`src/sv/bmp24_to_rgb565_window_streamer_unit_assert.svh`:
```
// Assertion macros for the BMP streamer.
`ifndef BMP24_TO_RGB565_WINDOW_STREAMER_UNIT_ASSERT_SVH
`define BMP24_TO_RGB565_WINDOW_STREAMER_UNIT_ASSERT_SVH

// Check a property on the rising clock, suspended while reset is asserted.
`define B2R_ASSERT(lbl, prop, msg) \
  lbl: assert property (@(posedge clk_i) disable iff (!rst_ni) prop) else $error(msg);

// Check a property on the rising clock, also during reset.
`define B2R_ASSERT_ALWAYS(lbl, prop, msg) \
  lbl: assert property (@(posedge clk_i) prop) else $error(msg);

`endif

```
`src/sv/b2r_pkg.sv`:
```
`timescale 1ns / 1ps
// ----------------------------------------------------------------------------
// b2r_pkg
// Shared types and constants of the BMP to RGB565 window streamer.
// ----------------------------------------------------------------------------
package b2r_pkg;

  localparam int unsigned SCREEN_WIDTH_DEF    = 240;
  localparam int unsigned SCREEN_HEIGHT_DEF   = 320;
  localparam int unsigned MAX_IMAGE_WIDTH_DEF = 1280;

  localparam int unsigned COORD_W = 11;
  localparam int unsigned CFG_W   = 10;
  localparam int unsigned IW_W    = 14;
  localparam int unsigned COL_W   = 13;

  localparam logic [5:0] POS_OFFSET = 6'd10;
  localparam logic [5:0] POS_WIDTH  = 6'd18;
  localparam logic [5:0] POS_HEIGHT = 6'd22;
  localparam logic [5:0] POS_PLANES = 6'd26;
  localparam logic [5:0] POS_COMP   = 6'd30;
  localparam logic [5:0] POS_CHECK  = 6'd33;
  localparam logic [31:0] MIN_OFFSET = 32'd34;

  localparam logic CFG_COLUMN_OFFSET = 1'b0;
  localparam logic CFG_ROW_OFFSET    = 1'b1;

  typedef enum logic [2:0] {
    KIND_CLEAR  = 3'd0,
    KIND_WINDOW = 3'd1,
    KIND_PIXEL  = 3'd2,
    KIND_REJECT = 3'd3,
    KIND_DONE   = 3'd4
  } kind_e;

  typedef enum logic [1:0] {
    PH_HEADER = 2'd0,
    PH_SEEK   = 2'd1,
    PH_ROWS   = 2'd2,
    PH_IDLE   = 2'd3
  } phase_e;

  typedef struct packed {
    kind_e        kind;
    logic [10:0]  x_first;
    logic [10:0]  x_last;
    logic [10:0]  screen_row;
    logic [15:0]  pixel;
  } res_t;

  // One queue entry: a result, and whether a done result follows it.
  typedef struct packed {
    res_t res;
    logic more;
  } entry_t;

  typedef struct packed {
    logic [1:0] count;
    logic       full;
    logic       empty;
  } fifo_status_t;

  function automatic logic [31:0] put_byte(logic [31:0] word, logic [1:0] lane,
                                           logic [7:0] b);
    logic [31:0] w;
    w = word;
    w[lane*8 +: 8] = b;
    return w;
  endfunction

endpackage

```
`src/sv/bmp24_to_rgb565_window_streamer_unit.sv`:
```
`timescale 1ns / 1ps
// ----------------------------------------------------------------------------
// bmp24_to_rgb565_window_streamer_unit
// Streams a 24-bit BMP file in and RGB565 window and pixel requests out.
// ----------------------------------------------------------------------------
// Input channel: one file byte per request in s_axis_tdata_i, tlast on the
// final byte of the file. Output channel: results with their kind in tuser
// (clear, window, pixel, rejected, done) and tlast on the final result that
// one byte causes. A byte causes zero, one or two results.
// Configuration: cfg_we_i writes cfg_wdata_i to the column offset (index 0)
// or the row offset (index 1); write only while the block is idle.
// The result of an accepted byte is written into the queue and shown on the
// output from there. Throughput: one byte per cycle while the queue is not
// full, set by the parser's single update per byte; a byte that yields two
// results holds the output for both, and the two-entry queue absorbs that.
// Reset clears the parser to header parsing and empties the queue.
// When the receiver stalls, results wait in the queue; input is accepted
// until the queue is full, then s_axis_tready_o drops.
// ----------------------------------------------------------------------------
`include "bmp24_to_rgb565_window_streamer_unit_assert.svh"

module bmp24_to_rgb565_window_streamer_unit #(
  parameter int unsigned SCREEN_WIDTH    = b2r_pkg::SCREEN_WIDTH_DEF,
  parameter int unsigned SCREEN_HEIGHT   = b2r_pkg::SCREEN_HEIGHT_DEF,
  parameter int unsigned MAX_IMAGE_WIDTH = b2r_pkg::MAX_IMAGE_WIDTH_DEF
) (
  input  logic        clk_i,
  input  logic        rst_ni,
  input  logic        cfg_we_i,
  input  logic        cfg_idx_i,
  input  logic [9:0]  cfg_wdata_i,
  input  logic        s_axis_tvalid_i,
  output logic        s_axis_tready_o,
  input  logic [7:0]  s_axis_tdata_i,   // data_byte
  input  logic        s_axis_tlast_i,
  output logic        m_axis_tvalid_o,
  input  logic        m_axis_tready_i,
  output logic [55:0] m_axis_tdata_o,   // x_first, x_last, screen_row, pixel, zero fill
  output logic [2:0]  m_axis_tuser_o,   // kind
  output logic        m_axis_tlast_o
);

  logic                  push, pop;
  b2r_pkg::entry_t       push_entry, head;
  b2r_pkg::fifo_status_t fst;
  b2r_pkg::res_t         res;

  b2r_front #(
    .SCREEN_WIDTH   (SCREEN_WIDTH),
    .SCREEN_HEIGHT  (SCREEN_HEIGHT),
    .MAX_IMAGE_WIDTH(MAX_IMAGE_WIDTH)
  ) u_front (
    .clk_i       (clk_i),
    .rst_ni      (rst_ni),
    .cfg_we_i    (cfg_we_i),
    .cfg_idx_i   (cfg_idx_i),
    .cfg_wdata_i (cfg_wdata_i),
    .in_valid_i  (s_axis_tvalid_i),
    .in_ready_o  (s_axis_tready_o),
    .in_byte_i   (s_axis_tdata_i),
    .in_end_i    (s_axis_tlast_i),
    .fifo_full_i (fst.full),
    .push_o      (push),
    .push_entry_o(push_entry)
  );

  b2r_fifo u_fifo (
    .clk_i       (clk_i),
    .rst_ni      (rst_ni),
    .push_i      (push),
    .push_entry_i(push_entry),
    .pop_i       (pop),
    .head_o      (head),
    .status_o    (fst)
  );

  b2r_back u_back (
    .clk_i      (clk_i),
    .rst_ni     (rst_ni),
    .head_i     (head),
    .empty_i    (fst.empty),
    .pop_o      (pop),
    .out_valid_o(m_axis_tvalid_o),
    .out_ready_i(m_axis_tready_i),
    .out_res_o  (res),
    .out_last_o (m_axis_tlast_o)
  );

  assign m_axis_tuser_o = res.kind;
  assign m_axis_tdata_o = {7'd0, res.pixel, res.screen_row, res.x_last, res.x_first};

  `B2R_ASSERT(a_fifo_bound, fst.count != 2'd3, "queue count out of range")
  `B2R_ASSERT(a_ready_full, !s_axis_tready_o |-> fst.count == 2'd2,
              "input stalled with room in queue")
  `B2R_ASSERT(a_done_last,
              m_axis_tvalid_o && m_axis_tuser_o == b2r_pkg::KIND_DONE |-> m_axis_tlast_o,
              "done result without tlast")

endmodule

```
`src/sv/b2r_front.sv`:
```
`timescale 1ns / 1ps
// ----------------------------------------------------------------------------
// b2r_front
// Header parser and row walker: turns each file byte that causes a result into a queue entry.
// ----------------------------------------------------------------------------
module b2r_front #(
  parameter int unsigned SCREEN_WIDTH    = b2r_pkg::SCREEN_WIDTH_DEF,
  parameter int unsigned SCREEN_HEIGHT   = b2r_pkg::SCREEN_HEIGHT_DEF,
  parameter int unsigned MAX_IMAGE_WIDTH = b2r_pkg::MAX_IMAGE_WIDTH_DEF
) (
  input  logic                 clk_i,
  input  logic                 rst_ni,
  input  logic                 cfg_we_i,
  input  logic                 cfg_idx_i,
  input  logic [9:0]           cfg_wdata_i,
  input  logic                 in_valid_i,
  output logic                 in_ready_o,
  input  logic [7:0]           in_byte_i,
  input  logic                 in_end_i,
  input  logic                 fifo_full_i,
  output logic                 push_o,
  output b2r_pkg::entry_t      push_entry_o
);

  localparam logic [10:0] SW  = 11'(SCREEN_WIDTH);
  localparam logic [31:0] SH  = 32'(SCREEN_HEIGHT);
  localparam logic [31:0] MW  = 32'(MAX_IMAGE_WIDTH);

  b2r_pkg::phase_e phase_q, phase_d;
  logic [31:0] pos_q, pos_d, off_q, off_d, width_q, width_d, height_q, height_d;
  logic [31:0] planes_q, planes_d, comp_q, comp_d, skip_q, skip_d;
  logic [13:0] bir_q, bir_d, iw_q, iw_d;
  logic [1:0]  k_q, k_d;
  logic [12:0] col_q, col_d, shown_q, shown_d;
  logic [10:0] row_q, row_d, xs_q, xs_d, xe_q, xe_d, ys_q, ys_d;
  logic [7:0]  blue_q, blue_d, green_q, green_d;
  logic [9:0]  colofs_q, rowofs_q;

  logic        accept, has_r, has_done, ok, row_end, do_pix;
  logic [31:0] comp_full;
  logic [12:0] w13;
  logic [10:0] h11;
  logic [13:0] bir_inc;
  logic [5:0]  p6;
  b2r_pkg::res_t r;

  assign in_ready_o = !fifo_full_i;
  assign accept     = in_valid_i && in_ready_o;
  assign p6         = pos_q[5:0];
  assign w13        = width_q[12:0];
  assign h11        = height_q[10:0];
  assign comp_full  = {in_byte_i, comp_q[23:0]};
  assign bir_inc    = bir_q + 14'd1;
  assign row_end    = bir_inc >= iw_q;
  assign do_pix     = (phase_q == b2r_pkg::PH_ROWS) ||
                      ((phase_q == b2r_pkg::PH_SEEK) && (pos_q == off_q));

  assign ok = (planes_q[15:0] == 16'd1) && (planes_q[31:16] == 16'd24) &&
              (comp_full == 32'd0) && (width_q != 32'd0) && (width_q <= MW) &&
              (height_q != 32'd0) && (off_q >= b2r_pkg::MIN_OFFSET);

  always_comb begin
    phase_d  = phase_q;  pos_d = pos_q;  off_d = off_q;  width_d = width_q;
    height_d = height_q; planes_d = planes_q; comp_d = comp_q; skip_d = skip_q;
    bir_d = bir_q; iw_d = iw_q; k_d = k_q; col_d = col_q; shown_d = shown_q;
    row_d = row_q; xs_d = xs_q; xe_d = xe_q; ys_d = ys_q;
    blue_d = blue_q; green_d = green_q;
    has_r = 1'b0;
    has_done = 1'b0;
    r = '0;
    if (accept) begin
      pos_d = pos_q + 32'd1;
      unique case (phase_q)
        b2r_pkg::PH_HEADER: begin
          if (p6 >= b2r_pkg::POS_OFFSET && p6 < b2r_pkg::POS_OFFSET + 6'd4) begin
            off_d = b2r_pkg::put_byte(off_q, 2'(p6 - b2r_pkg::POS_OFFSET), in_byte_i);
          end else if (p6 >= b2r_pkg::POS_WIDTH && p6 < b2r_pkg::POS_WIDTH + 6'd4) begin
            width_d = b2r_pkg::put_byte(width_q, 2'(p6 - b2r_pkg::POS_WIDTH), in_byte_i);
          end else if (p6 >= b2r_pkg::POS_HEIGHT && p6 < b2r_pkg::POS_HEIGHT + 6'd4) begin
            height_d = b2r_pkg::put_byte(height_q, 2'(p6 - b2r_pkg::POS_HEIGHT),
                                         in_byte_i);
          end else if (p6 >= b2r_pkg::POS_PLANES && p6 < b2r_pkg::POS_PLANES + 6'd4) begin
            planes_d = b2r_pkg::put_byte(planes_q, 2'(p6 - b2r_pkg::POS_PLANES),
                                         in_byte_i);
          end else if (p6 >= b2r_pkg::POS_COMP && p6 < b2r_pkg::POS_COMP + 6'd4) begin
            comp_d = b2r_pkg::put_byte(comp_q, 2'(p6 - b2r_pkg::POS_COMP), in_byte_i);
          end
          if (p6 == b2r_pkg::POS_CHECK) begin
            has_r = 1'b1;
            if (!ok) begin
              r.kind  = b2r_pkg::KIND_REJECT;
              phase_d = b2r_pkg::PH_IDLE;
            end else begin
              if (32'(w13) > 32'(SW)) begin
                xs_d    = 11'd0;
                xe_d    = SW - 11'd1;
                shown_d = 13'(SW);
              end else begin
                xs_d    = (SW - w13[10:0]) >> 1;
                xe_d    = ((SW - w13[10:0]) >> 1) + w13[10:0] - 11'd1;
                shown_d = w13;
              end
              if (height_q > SH) begin
                ys_d   = 11'd0;
                row_d  = 11'(SH - 32'd1);
                skip_d = height_q - SH;
              end else begin
                ys_d   = (11'(SH) - h11) >> 1;
                row_d  = ((11'(SH) - h11) >> 1) + h11 - 11'd1;
                skip_d = 32'd0;
              end
              iw_d = (14'({w13, 1'b0}) + 14'(w13) + 14'd3) & ~14'd3;
              bir_d = '0; k_d = '0; col_d = '0;
              r.kind       = b2r_pkg::KIND_CLEAR;
              r.x_first    = 11'(colofs_q);
              r.x_last     = 11'(colofs_q) + SW - 11'd1;
              r.screen_row = 11'(rowofs_q);
              phase_d      = b2r_pkg::PH_SEEK;
            end
          end
        end
        b2r_pkg::PH_SEEK, b2r_pkg::PH_ROWS: begin
          if (do_pix) begin
            phase_d = b2r_pkg::PH_ROWS;
            if (k_q == 2'd2) begin
              k_d   = 2'd0;
              col_d = col_q + 13'd1;
            end else begin
              k_d = k_q + 2'd1;
            end
            bir_d = bir_inc;
            if (skip_q != 32'd0) begin
              if (row_end) begin
                bir_d = '0; k_d = '0; col_d = '0;
                skip_d = skip_q - 32'd1;
              end
            end else begin
              if (bir_q == 14'd0) begin
                has_r        = 1'b1;
                r.kind       = b2r_pkg::KIND_WINDOW;
                r.x_first    = 11'(colofs_q) + xs_q;
                r.x_last     = 11'(colofs_q) + xe_q;
                r.screen_row = 11'(rowofs_q) + row_q;
              end
              case (k_q)
                2'd0: blue_d = in_byte_i;
                2'd1: green_d = in_byte_i;
                default: begin
                  if (col_q < shown_q) begin
                    has_r   = 1'b1;
                    r.kind  = b2r_pkg::KIND_PIXEL;
                    r.pixel = {in_byte_i[7:3], green_q[7:2], blue_q[7:3]};
                  end
                end
              endcase
              if (row_end) begin
                bir_d = '0; k_d = '0; col_d = '0;
                if (row_q == ys_q) begin
                  has_done = 1'b1;
                  phase_d  = b2r_pkg::PH_IDLE;
                end else begin
                  row_d = row_q - 11'd1;
                end
              end
            end
          end
        end
        default: ;
      endcase
      // return to header parsing after the final byte
      if (in_end_i) begin
        phase_d = b2r_pkg::PH_HEADER;
        pos_d = '0; skip_d = '0; bir_d = '0; k_d = '0; col_d = '0;
      end
    end
  end

  always_comb begin
    push_o = accept && (has_r || has_done);
    push_entry_o.res  = r;
    push_entry_o.more = has_r && has_done;
    if (!has_r) begin
      push_entry_o.res      = '0;
      push_entry_o.res.kind = b2r_pkg::KIND_DONE;
    end
  end

  always_ff @(posedge clk_i or negedge rst_ni) begin
    if (!rst_ni) begin
      phase_q <= b2r_pkg::PH_HEADER;
      pos_q <= '0; off_q <= '0; width_q <= '0; height_q <= '0;
      planes_q <= '0; comp_q <= '0; skip_q <= '0;
      bir_q <= '0; iw_q <= '0; k_q <= '0; col_q <= '0; shown_q <= '0;
      row_q <= '0; xs_q <= '0; xe_q <= '0; ys_q <= '0;
      blue_q <= '0; green_q <= '0;
      colofs_q <= '0; rowofs_q <= '0;
    end else begin
      phase_q <= phase_d;
      pos_q <= pos_d; off_q <= off_d; width_q <= width_d; height_q <= height_d;
      planes_q <= planes_d; comp_q <= comp_d; skip_q <= skip_d;
      bir_q <= bir_d; iw_q <= iw_d; k_q <= k_d; col_q <= col_d; shown_q <= shown_d;
      row_q <= row_d; xs_q <= xs_d; xe_q <= xe_d; ys_q <= ys_d;
      blue_q <= blue_d; green_q <= green_d;
      if (cfg_we_i) begin
        unique case (cfg_idx_i)
          b2r_pkg::CFG_COLUMN_OFFSET: colofs_q <= cfg_wdata_i;
          b2r_pkg::CFG_ROW_OFFSET:    rowofs_q <= cfg_wdata_i;
          default: ;
        endcase
      end
    end
  end

endmodule

```
`src/sv/b2r_fifo.sv`:
```
`timescale 1ns / 1ps
// ----------------------------------------------------------------------------
// b2r_fifo
// Two-entry queue between the parser and the output stage.
// ----------------------------------------------------------------------------
module b2r_fifo (
  input  logic                   clk_i,
  input  logic                   rst_ni,
  input  logic                   push_i,
  input  b2r_pkg::entry_t        push_entry_i,
  input  logic                   pop_i,
  output b2r_pkg::entry_t        head_o,
  output b2r_pkg::fifo_status_t  status_o
);

  b2r_pkg::entry_t mem_q [2];
  logic       wr_q, rd_q;
  logic [1:0] count_q, count_d;

  assign head_o          = mem_q[rd_q];
  assign status_o.count  = count_q;
  assign status_o.full   = count_q == 2'd2;
  assign status_o.empty  = count_q == 2'd0;

  always_comb begin
    count_d = count_q;
    if (push_i && !pop_i) count_d = count_q + 2'd1;
    if (pop_i && !push_i) count_d = count_q - 2'd1;
  end

  always_ff @(posedge clk_i) begin
    if (push_i) mem_q[wr_q] <= push_entry_i;
  end

  always_ff @(posedge clk_i or negedge rst_ni) begin
    if (!rst_ni) begin
      wr_q    <= 1'b0;
      rd_q    <= 1'b0;
      count_q <= '0;
    end else begin
      if (push_i) wr_q <= !wr_q;
      if (pop_i)  rd_q <= !rd_q;
      count_q <= count_d;
    end
  end

endmodule

```
`src/sv/b2r_back.sv`:
```
`timescale 1ns / 1ps
// ----------------------------------------------------------------------------
// b2r_back
// Output stage: sends the queued result, then a trailing done result when the entry asks for one.
// ----------------------------------------------------------------------------
module b2r_back (
  input  logic                   clk_i,
  input  logic                   rst_ni,
  input  b2r_pkg::entry_t        head_i,
  input  logic                   empty_i,
  output logic                   pop_o,
  output logic                   out_valid_o,
  input  logic                   out_ready_i,
  output b2r_pkg::res_t          out_res_o,
  output logic                   out_last_o
);

  logic sub_q, fire;

  assign out_valid_o = !empty_i;
  assign fire        = out_valid_o && out_ready_i;
  assign pop_o       = fire && (sub_q || !head_i.more);
  assign out_last_o  = sub_q || !head_i.more;

  always_comb begin
    out_res_o = head_i.res;
    if (sub_q) begin
      out_res_o      = '0;
      out_res_o.kind = b2r_pkg::KIND_DONE;
    end
  end

  always_ff @(posedge clk_i or negedge rst_ni) begin
    if (!rst_ni) begin
      sub_q <= 1'b0;
    end else if (fire) begin
      sub_q <= !pop_o;
    end
  end

endmodule

```
`config.mk`:
```
export PLATFORM = sky130hd
export DESIGN_NAME = bmp24_to_rgb565_window_streamer_unit
export DESIGN_NICKNAME = d
export VERILOG_FILES = /design/src/sv/b2r_pkg.sv /design/src/sv/bmp24_to_rgb565_window_streamer_unit.sv /design/src/sv/b2r_front.sv /design/src/sv/b2r_fifo.sv /design/src/sv/b2r_back.sv
export VERILOG_INCLUDE_DIRS = /design/src /design/src/sv
export SDC_FILE = /design/constraint.sdc
export NUM_CORES = 1
export LEC_CHECK = 0
export BUFFER_PORTS_ARGS = -buffer_cell sky130_fd_sc_hd__buf_2
export CORE_MARGIN = 2
export CORE_UTILIZATION = 60
export CTS_BUF_LIST = sky130_fd_sc_hd__clkbuf_16
export DETAILED_ROUTE_END_ITERATION = 6
export GPL_TIMING_DRIVEN = 0
export PLACE_DENSITY_LB_ADDON = 0.12
export SLEW_MARGIN = 20
export SYNTH_ARGS = -nofsm -noshare
export SYNTH_HDL_FRONTEND = slang
export SYNTH_SLANG_ARGS = --single-unit
export TNS_END_PERCENT = 20
```
`constraint.sdc`:
```
create_clock -name clk_i -period 6.4 [get_ports clk_i]
set_input_delay 0.32 -clock clk_i [delete_from_list [all_inputs] [get_ports clk_i]]
set_output_delay 0.32 -clock clk_i [all_outputs]
set_load 0.02 [all_outputs]
```
==> flow_summary.ini, run 1 <==
[power_and_ir_drop]
power_switching_uw = 3410
leakage_uw = 0.0123
p_sw_share_pct = 36.9
vdd_drop_max_mv = 0.202
power_frac_comb_pct = 32.1
p_per_area_nw_per_um2 = 326
seq_power_share_pct = 37.2
p_clk_share_pct = 30.7
intPower_uw = 5830

[min_path]
hold_path.class = input pin to flop
hold_depth = 2

[routing]
wl_um = 70900
vias = 20900
via_per_inst = 6.20
first_pass_iters = 6
remaining_drc_errors = 0
wire_per_inst_um = 21.0
dr.first_iter.drc_count = 1908
route.antenna.remaining_nets = 0

[finish]
design_area_um2 = 28300
multi_input_area_um2 = 12500
drive_gt1_share_pct = 7.89
area_growth_pct = 11.7
num-fill-cells = 3283
register_area_um2 = 11900
nets = 2973
final_cell_mix = 364 x nand2_1, 350 x dfrtp_1, 264 x o21ai_0, 225 x nor2_1, 142 x ha_1
final_common_cell = nand2_1
utilization_pct = 67.7

[die]
die_h_um = 210
rows = 75
dieArea_um2 = 43900
ioPinCount = 87
fp.coreArea_um2 = 41900
die_w_um = 210
initial_core_util_pct = 60.6

[setup_path]
crit_chain = ha_1, nand3_1, nor2_1, and3_1, clkbuf_1, nand3_1, xnor2_1, ha_1, nand4_1, o21ai_0, nand2_1, o21ai_1, nand3_1, clkbuf_1, clkbuf_1, a21oi_1, o22ai_1
end_kind = flop
worstPathRequired_ns = 6.85
worst-endpoint-arrival_ns = 5.54
ff2ff_path_depth = 17
critical_path_class = flop to flop
cp_slowest_cell = o21ai_1
crit_path_max_incr_delay_ns = 0.71
path_max_fanout = 10
startpoint_type = flop

[global_routing]
grtUsageMet1_pct = 41.7
busiest_layer = met2
grt_util_all_layers_pct = 32.8
grt_start_max_net_pins = 101
antenna_found_initial = 1
grt_pass1_vias = 20300
grt_pass1_wl_um = 113000
grt_overflow = 0
met2_usage_pct = 53.4
use_met3_pct = 5.06

[sta]
slew_violations = 0
slew_headroom_pct = 29.3
period_minus_slack_ns = 5.09
fmax_mhz = 196
holdWs_ns = 0.0254
rsz0062_at_grt = false
period_share_pct = 79.5
setup_viol = 0
tightest_slew_ns = 1.06
hold_viol_final = 0
fin_skew_ns = 0.0234

[logic_synthesis]
yosysWarnings = 0
yosysSeqAreaShare_pct = 47.1
synth_edf_count = 106
synthTopCellsByArea = dfrtp_1 35%, edfxtp_1 13%, ha_1 7.0%, nand2_1 5.4%, o21ai_0 5.2%
synth_seq_cells = 456
async_reset_ff_share_pct = 76.8
synth_area_leader_cell = dfrtp_1
syn-cell-area_um2 = 25400
yosysUniqueCellTypes = 77
synthCells = 2653
ys.flop_type = dfrtp_1
avgSynthCellArea_um2 = 9.56
synth_top_area_share_pct = 34.5

[cts]
htree_levels = 2
root_buffer = clkbuf_16
cts_sinks = 456
clk_pin_slew_worst_paths_ns = 0.06
post_cts_buffers = 0
tritoncts = yes
clkLatencyLatePin_ns = 0.60
clockBufferDepth = 3
cts_buffers = 48
cts-resized-gates = 0

[status]
status = complete, no violations

[placement]
port_buffers = 75
gp_congestion = 0.946
place_hpwl_um = 53100
placed_cell_area_um2 = 26600

[run]
max_cap_viol_count = 0
## path summary, 6_finish.rpt
| kind | start | slack [ns] | endpoint |
|---|---|---|---|
| setup / recovery | u_front.bir_q[0]$_DFFE_PN0P_ | 1.31 | u_front.skip_q[18]$_DFFE_PN0P_ |
| hold / removal | cfg_wdata_i[6] | 0.03 | u_front.colofs_q[6]$_DFFE_PN0P_ |
| setup reg to reg | u_front.bir_q[0]$_DFFE_PN0P_ | 1.31 | u_front.skip_q[18]$_DFFE_PN0P_ |
| hold reg to reg | u_front.xe_q[3]$_DFFE_PN0P_ | 0.49 | u_front.xe_q[3]$_DFFE_PN0P_ |
| max in group asynchronous | rst_ni | 4.75 | u_front.green_q[2]$_DFFE_PN0P_ |
| min in group asynchronous | rst_ni | 0.34 | u_front.comp_q[13]$_DFFE_PN0P_ |
## cells by family (layout without fill, tap and decap cells)
family / after synthesis / count (layout) / share of synthesized area [%]
XOR/XNOR: 184 / 184 / 6.35
buffers and inverters: 239 / 418 / 3.67
flip-flops: 456 / 456 / 47.1
multiplexers: 86 / 86 / 3.62
adder cells (fa/ha/maj): 147 / 147 / 7.40
AND/OR/NAND/NOR: 981 / 981 / 18.2
AO/OA/AOI/OAI: 559 / 559 / 13.6
other: 1 / 8 / 0.0148
## worst max-delay path, delay by kind of cell, from the launching register on
family	cells	cell delay (ns)
xor+xnor	1	0.18
compound gates	4	1.37
simple gates	7	1.42
buf+inv	3	0.94
flops	1	0.43
fa+ha+maj	2	0.61
## synth_stat cells (all sizes together), types with 19 or more instances
| cell | count |
|---|---|
| and2 | 32 |
| edfxtp | 106 |
| nand2 | 364 |
| o31ai | 40 |
| mux2i | 55 |
| mux2 | 31 |
| nand3 | 61 |
| inv | 117 |
| and3 | 19 |
| xnor2 | 120 |
| nor2 | 227 |
| nand4 | 44 |
| nor3 | 59 |
| ha | 142 |
| dfrtp | 350 |
| nor4 | 64 |
| xor2 | 64 |
| a21oi | 72 |
| or3 | 22 |
| clkbuf | 106 |
| a22oi | 30 |
| o21ai | 266 |
## power by group through the flow
stage | Combinational, µW | Clock (µW) | Sequential, µW
floorplan | 2000 | 0 | 3400
global placement | 2820 | 0 | 3470
detailed placement | 2890 | 0 | 3480
CTS | 2910 | 2860 | 3430
global route | 3210 | 2990 | 3460
finish | 2960 | 2830 | 3430
## cell type report
type | count | area share (%)
Buffer | 121 | 1.73
Timing Repair Buffer | 92 | 2.34
Multi-Input combinational cell | 1964 | 44.3
Sequential cell | 456 | 42.2
Clock buffer | 49 | 4.33
Antenna cell | 1 | 0.00883
Tap cell | 539 | 2.38
Inverter | 118 | 1.56
Clock inverter | 38 | 1.25
## layer usage
metal,up-vias,wire [µm]
li1,9737,-
met1,10100,28500
met2,852,33200
met3,228,4810
met4,0,4460
met5,-,0
## what timing repair did
item                                    CTS  global route
hold endpoints to repair                104             0
hold buffers                             10             0
endpoints found under the setup margin    0             0
## stage by stage
step	setup TNS (ns)	setup WS [ns]	instances	power (µW)
final	0	1.31	3378	9230
after global routing	0	0.803	3377	9660
after CTS	0	1.37	3377	9200
after detailed placement	0	1.40	3280	6360
after global placement	-646.47	-1.64	3273	6290
after floorplan	0	0.710	2659	5400
## sequential cells by signal, indices dropped and copies added (netlist names), 5 cells and up
name	count
u_front.height_q	32
u_front.green_q	6
u_front.row_q	11
u_front.xe_q	11
u_front.blue_q	5
u_front.off_q	32
u_front.shown_q	13
u_front.ys_q	10
u_fifo.mem_q	106
u_front.skip_q	32
u_front.iw_q	12
u_front.colofs_q	10
u_front.rowofs_q	10
u_front.width_q	32
u_front.xs_q	10
u_front.planes_q	32
u_front.bir_q	14
u_front.pos_q	32
u_front.comp_q	24
u_front.col_q	13
No activity file was read; power rests on OpenSTA's default activity.
==> inputs of run 2 (changes only) <==
Settings changed: CORE_UTILIZATION 60 to 57.
Clock period 6.4 ns to 4.46 ns, I/O delays scaled along.
==> run 2 against run 1 <==
  * The flow now finishes with violations (design-rule violations)
  * Wire length increased by 1.4%
  * Via count is 0.12% lower
  * Combinational power increased by 47%
  * Core utilization shrank 3.1 points
  * Fmax increased by 18%
  * Clock power up 41%
  * Sequential share of layout area fell by 0.28 points
  * Design area up 0.66%
  * Non-clock buffer count increased by 5
  * Worst hold slack gained 0.044 ns
  * Total power increased by 44%
  * First-iteration DRC count down 3.7%
  * Largest power group unchanged
==> flow_summary.ini, run 2 (synthesis gave the netlist of run 1 again) <==
[finish]
final_common_cell = nand2_1
num-fill-cells = 3621
register_area_um2 = 11900
area_growth_pct = 12.4
top_register = u_fifo.mem_q
nets = 2978
diodes = 0
drive_gt1_share_pct = 8.65
multi_input_area_um2 = 12600
largest_reg_flops = 106
final_cell_mix = 363 x nand2_1, 350 x dfrtp_1, 264 x o21ai_0, 224 x nor2_1, 141 x ha_1

[power_and_ir_drop]
vdd_drop_max_mv = 0.320
leakage_uw = 0.0123
total_power_uw = 13300
p_per_area_nw_per_um2 = 465

[sta]
rsz0062_at_grt = true
fmax_mhz = 232
hold_viol_final = 0
period_minus_slack_ns = 4.30
slew_violations = 0
fin_skew_ns = 0.0229
final.setup.tns_ns = 0
period_share_pct = 96.4
slew_headroom_pct = 29.4
setup_viol = 0
tightest_slew_ns = 1.06

[global_routing]
grt_overflow = 0
grt_util_all_layers_pct = 31.4
antenna_found_initial = 1
grt_pass1_vias = 20500
grt_start_max_net_pins = 96
grt_pass1_wl_um = 114000

[die]
die_h_um = 215
die_w_um = 215
ioPinCount = 87
dieArea_um2 = 46200
initial_core_util_pct = 57.5
fp.coreArea_um2 = 44100
rows = 77

[placement]
place_hpwl_um = 53700
gp_congestion = 0.946
port_buffers = 75

[min_path]
hold_depth = 3
worstHoldStart = cfg_idx_i
hold_path.class = input pin to flop

[setup_path]
crit_path_max_incr_delay_ns = 0.53
end_kind = flop
crit_chain = inv_1, ha_1, or4b_4, nor4_4, nand4_4, or3_4, a2111o_1, a21o_1, buf_2, o31a_1, nor2_4, buf_12
path_max_fanout = 27
ff2ff_path_depth = 12
critical_path_class = flop to flop
cp_top_family = simple AND/OR/NAND/NOR gates
worstPathRequired_ns = 4.74
cp.depth = 12
crit_start = u_front.skip_q[0]$_DFFE_PN0P_
r2r_setup_slack_ns = 0.16
cp_slowest_cell = or4b_4
startpoint_type = flop
critPathBufInv = 3
worstReg2RegStart = u_front.skip_q[0]$_DFFE_PN0P_
worst-endpoint-arrival_ns = 4.58

[routing]
via_per_inst = 6.08
dr.first_iter.drc_count = 1838
first_pass_iters = 7
wl_um = 71900
remaining_drc_errors = 5
wire_per_inst_um = 20.9
route.antenna.remaining_nets = 0
vias = 20900

[cts]
tritoncts = yes
clk_pin_slew_worst_paths_ns = 0.07
cts_sinks = 456
htree_levels = 2
clockBufferDepth = 3
clkLatencyLatePin_ns = 0.60
root_buffer = clkbuf_16
cts_buffers = 48

[status]
status = finished, violations left
violations = design-rule violations

[run]
max_cap_viol_count = 0
-- run 2: through the flow --
stage	hold slack [ns]	worst slack [ns]	util (%)	instance area, µm²	instances
floorplan	-0.0726	-0.223	-	25400	2659
detailed placement	0.120	-0.517	60.6	26700	3334
CTS	0.0483	0.00479	64.5	28500	3437
finish	0.0689	0.158	64.6	28500	3437
global route	0.0818	-0.0251	64.6	28500	3437
global placement	0.467	-3.60	60.1	26500	3326
-- run 2: area by class of cell --
| class | count | share of cell area (%) |
|---|---|---|
| clock inverter | 38 | 0.974 |
| sequential | 456 | 41.9 |
| timing repair buffer | 97 | 2.54 |
| tap | 592 | 2.60 |
| buffer | 121 | 1.75 |
| clock buffer | 51 | 4.48 |
| inverter | 118 | 1.55 |
| multi-input combinational | 1964 | 44.2 |
-- run 2: report_power, final --
| group | leakage [µW] | switching, µW | internal [µW] |
|---|---|---|---|
| registers | 0.00558 | 362 | 4570 |
| logic | 0.00593 | 2920 | 1440 |
| clock network | 0.000806 | 1690 | 2290 |
| total | 0.0123 | 4980 | 8290 |
-- run 2: what timing repair did --
item / 4_1_cts / 5_1_grt
resized for setup: 9 / 15
endpoints found under the hold margin: 241 / 0
setup endpoints to repair: 121 / 113
pin swaps: 1 / 2
hold buffers: 12 / 0
buffers inserted: 2 / 0
-- run 2: path summary, 6_finish.rpt --
kind                                              endpoint
max                          u_fifo.mem_q[0][29]$_DFFE_PP_
max reg2reg                  u_fifo.mem_q[0][29]$_DFFE_PP_
max in group asynchronous    u_front.blue_q[7]$_DFFE_PN0P_
min in group asynchronous   u_front.comp_q[21]$_DFFE_PN0P_
min                        u_front.colofs_q[2]$_DFFE_PN0P_
min reg2reg                    u_front.xs_q[9]$_DFFE_PN0P_
-- run 2: routing by layer --
layer | vias to the layer above | part of all wire (%) | track usage, %
met1 | 10200 | 41 | 39.7
met2 | 785 | 48 | 53.7
li1 | 9741 | - | -
met4 | 0 | 5.1 | 14.9
met5 | - | 0 | 0
met3 | 208 | 5.9 | 4.03
-- run 2: worst min-delay path, cell delays in order --
cell     delay [ns]
buf_2          0.09
nor2b_1        0.08
mux2_2         0.23
